$ cat src/nasd_pkg.sv
// shared types and constants for the nnue accumulator / screlu dot core
// no dependencies; imported by every module of the block except nasd_ram
package nasd_pkg;

	localparam int HIDDEN_SIZE_DEF = 256;
	localparam int ENTRY_W         = 16;
	localparam int INDEX_W         = 8;
	localparam int CLAMP_W         = 15;
	localparam int SQ_W            = 2 * CLAMP_W;
	localparam int SUM_W           = 32;
	localparam int CFG_ADDR_W      = 3;
	localparam int CFG_DATA_W      = 32;

	localparam logic [CLAMP_W-1:0] CLAMP_MAX_RST = CLAMP_W'(255);

	// register index of clamp_max, taken from paddr[2]
	localparam logic REG_CLAMP_MAX = 1'b0;

	typedef enum logic [1:0] {
		ACT_ADD  = 2'd0,
		ACT_SUB  = 2'd1,
		ACT_EVAL = 2'd2,
		ACT_NONE = 2'd3
	} action_t;

	typedef enum logic [2:0] {
		ST_CLEAR,
		ST_IDLE,
		ST_READ,
		ST_MUL,
		ST_SUM
	} state_t;

	typedef struct packed {
		logic load_item;
		logic clr_wr;
		logic upd_wr;
		logic sq_en;
		logic prod_en;
		logic sum_add;
	} dp_cmd_t;

	typedef struct packed {
		logic    clr_last;
		logic    in_range;
		action_t action;
		logic    last;
		logic    out_free;
	} dp_sts_t;

endpackage

$ cat src/nasd_ram.sv
// generic single-write, single-read RAM with registered read data
// depends on nothing; used for the accumulator store
module nasd_ram #(
	parameter int WIDTH = 16,
	parameter int DEPTH = 256
) (
	input  logic                     clk,
	input  logic                     we,
	input  logic [$clog2(DEPTH)-1:0] waddr,
	input  logic [WIDTH-1:0]         wdata,
	input  logic                     re,
	input  logic [$clog2(DEPTH)-1:0] raddr,
	output logic [WIDTH-1:0]         rdata
);

	logic [WIDTH-1:0] mem_q [DEPTH];

	always_ff @(posedge clk) begin
		if (we) begin
			mem_q[waddr] <= wdata;
		end
		if (re) begin
			rdata <= mem_q[raddr];
		end
	end

endmodule

$ cat src/nasd_ctrl.sv
// controller state machine: clearing pass, item sequencing, result hand-off
// depends on nasd_pkg
module nasd_ctrl (
	input  logic              clk,
	input  logic              arst_n,
	input  logic              in_valid,
	output logic              in_stall,
	input  nasd_pkg::dp_sts_t sts,
	output nasd_pkg::dp_cmd_t cmd
);
	import nasd_pkg::*;

	state_t state_q, state_d;

	always_ff @(posedge clk or negedge arst_n) begin
		if (!arst_n) begin
			state_q <= ST_CLEAR;
		end else begin
			state_q <= state_d;
		end
	end

	always_comb begin
		state_d  = state_q;
		cmd      = '0;
		in_stall = 1'b1;
		unique case (state_q)
			ST_CLEAR: begin
				cmd.clr_wr = 1'b1;
				if (sts.clr_last) begin
					state_d = ST_IDLE;
				end
			end
			ST_IDLE: begin
				in_stall = 1'b0;
				if (in_valid) begin
					cmd.load_item = 1'b1;
					state_d       = ST_READ;
				end
			end
			ST_READ: begin
				// entry is on the ram output now
				unique case (sts.action)
					ACT_ADD, ACT_SUB: begin
						cmd.upd_wr = sts.in_range;
						state_d    = ST_IDLE;
					end
					ACT_EVAL: begin
						cmd.sq_en = 1'b1;
						state_d   = ST_MUL;
					end
					ACT_NONE: begin
						state_d = ST_IDLE;
					end
					default: begin
						state_d = ST_IDLE;
					end
				endcase
			end
			ST_MUL: begin
				cmd.prod_en = 1'b1;
				state_d     = ST_SUM;
			end
			ST_SUM: begin
				// a last item waits until the output register can take the sum
				if (!sts.last || sts.out_free) begin
					cmd.sum_add = 1'b1;
					state_d     = ST_IDLE;
				end
			end
			default: begin
				state_d = ST_IDLE;
			end
		endcase
	end

endmodule

$ cat src/nasd_dp.sv
// datapath: item registers, accumulator ram, clamp/square/weight pipeline,
// running sum and output register; depends on nasd_pkg and nasd_ram
module nasd_dp #(
	parameter int HIDDEN_SIZE = nasd_pkg::HIDDEN_SIZE_DEF
) (
	input  logic                                clk,
	input  logic                                arst_n,
	input  nasd_pkg::dp_cmd_t                   cmd,
	output nasd_pkg::dp_sts_t                   sts,
	input  logic [nasd_pkg::CLAMP_W-1:0]        clamp_max,
	input  logic [1:0]                          action,
	input  logic [nasd_pkg::INDEX_W-1:0]        index,
	input  logic signed [nasd_pkg::ENTRY_W-1:0] element_value,
	input  logic                                last,
	output logic                                out_valid,
	input  logic                                out_stall,
	output logic signed [nasd_pkg::SUM_W-1:0]   eval_sum
);
	import nasd_pkg::*;

	localparam int AW = $clog2(HIDDEN_SIZE);
	localparam int XW = (AW > INDEX_W) ? AW : INDEX_W;

	action_t                     act_q;
	logic [INDEX_W-1:0]          idx_q;
	logic signed [ENTRY_W-1:0]   val_q;
	logic                        last_q;
	logic                        in_range_q;
	logic [AW-1:0]               clr_cnt_q;
	logic [XW-1:0]               rd_idx_x;
	logic [XW-1:0]               wr_idx_x;
	logic                        ram_we;
	logic [AW-1:0]               ram_waddr;
	logic [ENTRY_W-1:0]          ram_wdata;
	logic [ENTRY_W-1:0]          ram_rdata;
	logic [ENTRY_W-1:0]          upd_val;
	logic [ENTRY_W-1:0]          entry;
	logic [CLAMP_W-1:0]          clamped;
	logic [SQ_W-1:0]             sq_s1;
	logic signed [SQ_W+ENTRY_W:0] prod_full;
	logic [SUM_W-1:0]            prod_s2;
	logic [SUM_W-1:0]            sum_next;
	logic [SUM_W-1:0]            sum_q;
	logic [SUM_W-1:0]            out_q;
	logic                        out_valid_q;
	logic                        emit;

	assign rd_idx_x = XW'(index);
	assign wr_idx_x = XW'(idx_q);

	// item registers
	always_ff @(posedge clk) begin
		if (cmd.load_item) begin
			act_q      <= action_t'(action);
			idx_q      <= index;
			val_q      <= element_value;
			last_q     <= last;
			in_range_q <= 32'(index) < 32'(HIDDEN_SIZE);
		end
	end

	// clearing pass address
	always_ff @(posedge clk or negedge arst_n) begin
		if (!arst_n) begin
			clr_cnt_q <= '0;
		end else if (cmd.clr_wr) begin
			clr_cnt_q <= clr_cnt_q + AW'(1);
		end
	end

	assign upd_val   = (act_q == ACT_ADD) ? ram_rdata + $unsigned(val_q)
	                                      : ram_rdata - $unsigned(val_q);
	assign ram_we    = cmd.clr_wr | (cmd.upd_wr & in_range_q);
	assign ram_waddr = cmd.clr_wr ? clr_cnt_q : wr_idx_x[AW-1:0];
	assign ram_wdata = cmd.clr_wr ? '0 : upd_val;

	nasd_ram #(
		.WIDTH(ENTRY_W),
		.DEPTH(HIDDEN_SIZE)
	) u_acc_ram (
		.clk  (clk),
		.we   (ram_we),
		.waddr(ram_waddr),
		.wdata(ram_wdata),
		.re   (cmd.load_item),
		.raddr(rd_idx_x[AW-1:0]),
		.rdata(ram_rdata)
	);

	// clipped activation: negative to zero, capped at clamp_max
	assign entry = in_range_q ? ram_rdata : '0;

	always_comb begin
		if (entry[ENTRY_W-1]) begin
			clamped = '0;
		end else if (entry[CLAMP_W-1:0] > clamp_max) begin
			clamped = clamp_max;
		end else begin
			clamped = entry[CLAMP_W-1:0];
		end
	end

	always_ff @(posedge clk) begin
		if (cmd.sq_en) begin
			sq_s1 <= clamped * clamped;
		end
	end

	assign prod_full = $signed({1'b0, sq_s1}) * val_q;

	always_ff @(posedge clk) begin
		if (cmd.prod_en) begin
			prod_s2 <= prod_full[SUM_W-1:0];
		end
	end

	assign sum_next = sum_q + prod_s2;
	assign emit     = cmd.sum_add & last_q;

	always_ff @(posedge clk or negedge arst_n) begin
		if (!arst_n) begin
			sum_q <= '0;
		end else if (cmd.sum_add) begin
			sum_q <= emit ? '0 : sum_next;
		end
	end

	always_ff @(posedge clk) begin
		if (emit) begin
			out_q <= sum_next;
		end
	end

	always_ff @(posedge clk or negedge arst_n) begin
		if (!arst_n) begin
			out_valid_q <= 1'b0;
		end else if (emit) begin
			out_valid_q <= 1'b1;
		end else if (!out_stall) begin
			out_valid_q <= 1'b0;
		end
	end

	assign out_valid = out_valid_q;
	assign eval_sum  = $signed(out_q);

	assign sts.clr_last = (clr_cnt_q == AW'(HIDDEN_SIZE - 1));
	assign sts.in_range = in_range_q;
	assign sts.action   = act_q;
	assign sts.last     = last_q;
	assign sts.out_free = !out_valid_q || !out_stall;

endmodule

$ cat src/nnue_accumulator_screlu_dot_core.sv
// top level of the nnue accumulator with squared clipped-relu dot product
// depends on nasd_pkg, nasd_ctrl, nasd_dp (and through it nasd_ram)
//
//   channel  | handshake                   | payload
//   ---------+-----------------------------+-------------------------------------
//   input    | in_valid / in_stall         | action, index, element_value, last
//   output   | out_valid / out_stall       | eval_sum
//   config   | psel, penable, pwrite, pready| paddr, pwdata, prdata
//
// one transaction at a time: add and subtract do the accumulator ram's registered read
// and a write-back; evaluate does that read, then the square stage and the weight stage
// after reset a clearing pass zeroes every accumulator entry while in_stall is high;
// configuration writes are taken throughout
// the result sits in an output register, so the next item is accepted while it
// waits; an evaluate marked last holds in its final step until that register frees
module nnue_accumulator_screlu_dot_core #(
	parameter int HIDDEN_SIZE = nasd_pkg::HIDDEN_SIZE_DEF
) (
	input  logic                                   clk,
	input  logic                                   arst_n,
	// configuration port
	input  logic                                   psel,
	input  logic                                   penable,
	input  logic                                   pwrite,
	input  logic [nasd_pkg::CFG_ADDR_W-1:0]        paddr,
	input  logic [nasd_pkg::CFG_DATA_W-1:0]        pwdata,
	output logic [nasd_pkg::CFG_DATA_W-1:0]        prdata,
	output logic                                   pready,
	// input items
	input  logic                                   in_valid,
	output logic                                   in_stall,
	input  logic [1:0]                             action,
	input  logic [nasd_pkg::INDEX_W-1:0]           index,
	input  logic signed [nasd_pkg::ENTRY_W-1:0]    element_value,
	input  logic                                   last,
	// results
	output logic                                   out_valid,
	input  logic                                   out_stall,
	output logic signed [nasd_pkg::SUM_W-1:0]      eval_sum
);
	import nasd_pkg::*;

	logic [CLAMP_W-1:0] clamp_max_q;
	logic               cfg_wr;
	dp_cmd_t            cmd;
	dp_sts_t            sts;

	// apb register: clamp_max at byte address 0, always ready
	assign pready = 1'b1;
	assign cfg_wr = psel && penable && pwrite && pready;

	always_ff @(posedge clk or negedge arst_n) begin
		if (!arst_n) begin
			clamp_max_q <= CLAMP_MAX_RST;
		end else if (cfg_wr && (paddr[2] == REG_CLAMP_MAX)) begin
			clamp_max_q <= pwdata[CLAMP_W-1:0];
		end
	end

	// reads outside the register list return zero
	assign prdata = (paddr[2] == REG_CLAMP_MAX) ? CFG_DATA_W'(clamp_max_q) : '0;

	// sequencing: clear pass, accept, read, square, weight, accumulate
	nasd_ctrl u_ctrl (
		.clk     (clk),
		.arst_n  (arst_n),
		.in_valid(in_valid),
		.in_stall(in_stall),
		.sts     (sts),
		.cmd     (cmd)
	);

	// storage and arithmetic
	nasd_dp #(
		.HIDDEN_SIZE(HIDDEN_SIZE)
	) u_dp (
		.clk          (clk),
		.arst_n       (arst_n),
		.cmd          (cmd),
		.sts          (sts),
		.clamp_max    (clamp_max_q),
		.action       (action),
		.index        (index),
		.element_value(element_value),
		.last         (last),
		.out_valid    (out_valid),
		.out_stall    (out_stall),
		.eval_sum     (eval_sum)
	);

`ifndef ASSERT_OFF
	// one transaction at a time: an accepted item blocks the next cycle
	a_one_at_a_time: assert property (@(posedge clk) disable iff (!arst_n)
		(in_valid && !in_stall) |=> in_stall)
		else $error("input accepted while an item was in flight");

	// a held result is never overwritten by the next sum
	a_no_overwrite: assert property (@(posedge clk) disable iff (!arst_n)
		(cmd.sum_add && sts.last) |-> sts.out_free)
		else $error("sum emitted while the output register was still full");

	// an emitted sum shows up as a valid result on the next cycle
	a_emit_visible: assert property (@(posedge clk) disable iff (!arst_n)
		(cmd.sum_add && sts.last) |=> out_valid)
		else $error("emitted sum did not reach the output");

	// the clearing pass never overlaps an accepted item
	a_clear_blocks: assert property (@(posedge clk) disable iff (!arst_n)
		cmd.clr_wr |-> (in_stall && !cmd.load_item && !cmd.upd_wr))
		else $error("item activity during the clearing pass");
`endif

endmodule

$ cat config.mk
export PLATFORM = sky130hd
export DESIGN_NAME = nnue_accumulator_screlu_dot_core
export DESIGN_NICKNAME = d
export VERILOG_FILES = /design/src/nasd_pkg.sv /design/src/nasd_ram.sv /design/src/nasd_ctrl.sv /design/src/nasd_dp.sv /design/src/nnue_accumulator_screlu_dot_core.sv
export SDC_FILE = /design/constraint.sdc
export NUM_CORES = 2
export LEC_CHECK = 0
export ABC_CLOCK_PERIOD_IN_PS = 15800
export BUFFER_PORTS_ARGS = -buffer_cell sky130_fd_sc_hd__buf_2
export CAP_MARGIN = 15
export CORE_ASPECT_RATIO = 0.6
export CORE_MARGIN = 2
export CORE_UTILIZATION = 60
export DETAILED_ROUTE_END_ITERATION = 7
export GPL_TIMING_DRIVEN = 0
export PLACE_DENSITY = 0.76
export SYNTH_ARGS = -nofsm -noshare
export SYNTH_HDL_FRONTEND = slang
export SYNTH_SLANG_ARGS = --single-unit
export TNS_END_PERCENT = 5
$ cat constraint.sdc
create_clock -name clk -period 15.8 [get_ports clk]
set_input_delay 3.16 -clock clk [delete_from_list [all_inputs] [get_ports clk]]
set_output_delay 3.16 -clock clk [all_outputs]
set_load 0.05 [all_outputs]
==> results.sh <==
export IMPL_outcome="completed"
export IMPL_start_util=0.602
export IMPL_grt_overflow=0
export IMPL_p_seq_frac=0.564
export IMPL_syn2layout_area_growth_pct=12.9
export IMPL_critical_path_most_common_cell="fa_1"
export IMPL_hold_class="flop to flop"
export IMPL_path_max_fanout=10
export IMPL_route_vias_total=99800
export IMPL_cts_inserted_buffers=364
export IMPL_coreArea_um2=305000
export IMPL_p_clk_frac=0.407
export IMPL_irDropWorstVdd_mv=0.101
export IMPL_p_sw_mw=4.60
export IMPL_clockRootBuffer="clkbuf_16"
export IMPL_power_internal_mw=17.2
export IMPL_clkTransAtPathRegs_ps=70
export IMPL_post_dp_cell_area_um2=195000
export IMPL_cpMaxStageDelayCell="nor2_1"
export IMPL_grt_pass1_vias=97000
export IMPL_p_leak_nw=58.1
export IMPL_clk_latency_ps=940
export IMPL_timing_final_ws_setup_ps=5610
export IMPL_io_pins=136
export IMPL_port_buffers=98
export IMPL_synth_top_family_by_area="multiplexers"
export IMPL_cts_setup_buffers=0
export IMPL_seq_area_frac_synth=0.700
export IMPL_synthMuxAreaShare=0.169
export IMPL_crit_buf_inv=7
export IMPL_initialDrtViolationCount=18800
export IMPL_std_cell_rows=157
export IMPL_grt_usage=0.348
export IMPL_crit_required_ps=16460
export IMPL_crit_family="adder cells"
export IMPL_critPathArrivalTime_ps=10850
export IMPL_tns_ps=0
export IMPL_synth_edf_count=4232
export IMPL_synth_area_um2=184000
export IMPL_ys_flop_type="edfxtp_1"
export IMPL_htreeDepth=5
export IMPL_critPathKind="flop to flop"
export IMPL_die_h_um=432
export IMPL_dp_final_hpwl_um=367000
export IMPL_synth_xor_area_frac=0.00682
export IMPL_fillers=18200
export IMPL_hold_violations=0
export IMPL_ys_top_cells_by_count="edfxtp_1 (4,232), mux4_2 (1,360), inv_1 (576), fa_1 (431), nand2_1 (422)"
export IMPL_fmax_mhz=98.1
export IMPL_drive_gt1_frac=0.271
export IMPL_synth_warning_count=0
export IMPL_synth_simple_area_share=0.0264
export IMPL_ctsResizeCount=0
export IMPL_synthArstFlopShare=0.0137
export IMPL_gp_congestion=0.971
export IMPL_synth_adder_area_share=0.0639
export IMPL_final_core_util=0.680
export IMPL_drtPass1Iterations=6
export IMPL_tritoncts="done"
export IMPL_worstMarginPinSlew_ps=1340
export IMPL_grt_pass1_wl_um=750000
export IMPL_slew_headroom=0.104
export IMPL_dieArea_um2=311000
export IMPL_slew_viol_final=0
export IMPL_post_route_min_period_ps=10190
export IMPL_finish_instance_area_um2=207000
export IMPL_route_detailed_drc=0
export IMPL_avgRoutedWirePerCell_um=38.1
export IMPL_fin_crit_sh=0.645
export IMPL_synth_compound_area_frac=0.0115
export IMPL_place_ws_ps=5940
export IMPL_grt_max_degree=88
export IMPL_yosysUniqueCellTypes=67
export IMPL_swShare=0.211
export IMPL_power_density_nw_per_um2=105
export IMPL_die_w_um=718
export IMPL_final_nets=10500
export IMPL_power_frac_comb=0.029
export IMPL_yosys_area_top_type_share=0.692
export IMPL_yosysTopAreaCell="edfxtp_1"
export IMPL_synth_area_leaders="edfxtp_1 (69%), mux4_2 (17%), fa_1 (4.7%), ha_1 (1.7%), inv_1 (1.2%)"
export IMPL_ctsHoldBuffers=0
export IMPL_antenna_found_initial=68
export IMPL_cap_violations=0
export IMPL_synth_most_common_cell="edfxtp_1"
export IMPL_netlist_instances=8971
export IMPL_rsz0062_at_grt="false"
export IMPL_fin_hold_ws_ps=503
export IMPL_drt_antenna_violating_nets=0
export IMPL_viasPerCell=7.03
export IMPL_startpoint_type="flop"
export IMPL_cts_sinks=4291
export IMPL_finalWirelength_um=541000
export IMPL_skew_ps=67.1
export IMPL_avgSynthCellArea_um2=20.5
export IMPL_setup_violations=0
export IMPL_end_kind="flop"
export IMPL_cp_slowest_stage_delay_ps=820
export IMPL_cts_buffer_depth=4
export IMPL_ys_ff_latch=4291
[through the flow]
| stage | power (mW) | std cells |
|---|---|---|
| floorplan | 13.0 | 8992 |
| global placement | 13.1 | 13100 |
| detailed placement | 13.2 | 13500 |
| CTS | 21.8 | 14100 |
| global route | 22.2 | 14200 |
| finish | 21.8 | 14200 |
[worst register-to-register path: cells and delay by family (launching register included)]
| kind | cells | cell delay (ps) |
|---|---|---|
| AO/OA/AOI/OAI | 10 | 2310 |
| multiplexers | 1 | 200 |
| flip-flops | 1 | 540 |
| buffers and inverters | 7 | 1560 |
| AND/OR/NAND/NOR | 5 | 1570 |
| adder cells (fa/ha/maj) | 8 | 3590 |
| XOR/XNOR | 1 | 150 |
[metal layers]
layer,vias to the layer above,track usage,part of all wire
met5,-,0.00478,0.00077
met4,34,0.115,0.040
met3,1221,0.162,0.19
met2,9421,0.464,0.41
met1,51800,0.512,0.36
li1,37300,-,-
[cells by family after synthesis]
kind of cell / after synthesis
compound gates: 311
xor+xnor: 143
fa+ha+maj: 679
buf+inv: 1044
flops: 4291
mux: 1393
other cells: 2
simple gates: 1108
[path summary, 6_finish.rpt]
path                                    startpoint        endpoint  slack [ps]  cells after the start
setup / recovery           u_dp.u_acc_ram.rdata[1]  u_dp.sq_s1[29]        5610                     32
hold / removal                      u_dp.out_valid  u_dp.out_valid         500                      1
setup reg to reg           u_dp.u_acc_ram.rdata[1]  u_dp.sq_s1[29]        5610                     32
hold reg to reg                     u_dp.out_valid  u_dp.out_valid         500                      1
max in group asynchronous                   arst_n  clamp_max_q[2]       13010                      2
min in group asynchronous                   arst_n   u_dp.sum_q[9]        2140                      1
[flip-flops by register name (all words and copies together), names as in the netlist, 3 cells and up]
name	cells
u_dp.eval_sum	32
u_dp.clr_cnt_q	8
u_dp.u_acc_ram.rdata	16
u_dp.sq_s1	29
u_dp.val_q	16
u_dp.u_acc_ram.mem_q	4096
u_dp.idx_q	8
u_dp.sum_q	32
clamp_max_q	15
u_ctrl.state_q	3
u_dp.prod_s2	32
[power by group through the flow]
stage / Sequential (mW) / Combinational (mW) / Clock (mW)
after detailed placement: 12.6 / 0.597 / 0
final: 12.3 / 0.629 / 8.89
after CTS: 12.3 / 0.607 / 8.87
after floorplan: 12.6 / 0.393 / 0
after global placement: 12.6 / 0.573 / 0
after global routing: 12.3 / 0.654 / 9.27
[cells in the final DEF (no fill, tap or decap), types with 62 or more instances in the layout]
| cell type | n |
|---|---|
| a21oi_1 | 77 |
| and2_1 | 116 |
| buf_1 | 75 |
| buf_12 | 72 |
| buf_2 | 156 |
| buf_6 | 62 |
| buf_8 | 160 |
| clkbuf_1 | 336 |
| clkbuf_16 | 369 |
| clkinv_1 | 97 |
| edfxtp_1 | 4232 |
| fa_1 | 431 |
| ha_1 | 248 |
| inv_1 | 576 |
| mux4_2 | 1360 |
| nand2_1 | 422 |
| nor2_1 | 141 |
| nor2_2 | 247 |
| xnor2_1 | 107 |
[area by class of cell]
| cell class | instances | area (um2) | share of cell area |
|---|---|---|---|
| Buffer | 462 | 1930 | 0.00931 |
| Antenna cell | 47 | 118 | 0.000568 |
| Multi-Input combinational cell | 3657 | 51800 | 0.250 |
| Timing Repair Buffer | 439 | 6180 | 0.0299 |
| Clock inverter | 227 | 1860 | 0.00900 |
| Inverter | 582 | 2180 | 0.0105 |
| Tap cell | 4054 | 5070 | 0.0245 |
| Clock buffer | 430 | 9460 | 0.0457 |
| Sequential cell | 4291 | 129000 | 0.621 |
(Power assumes the default switching activity.)
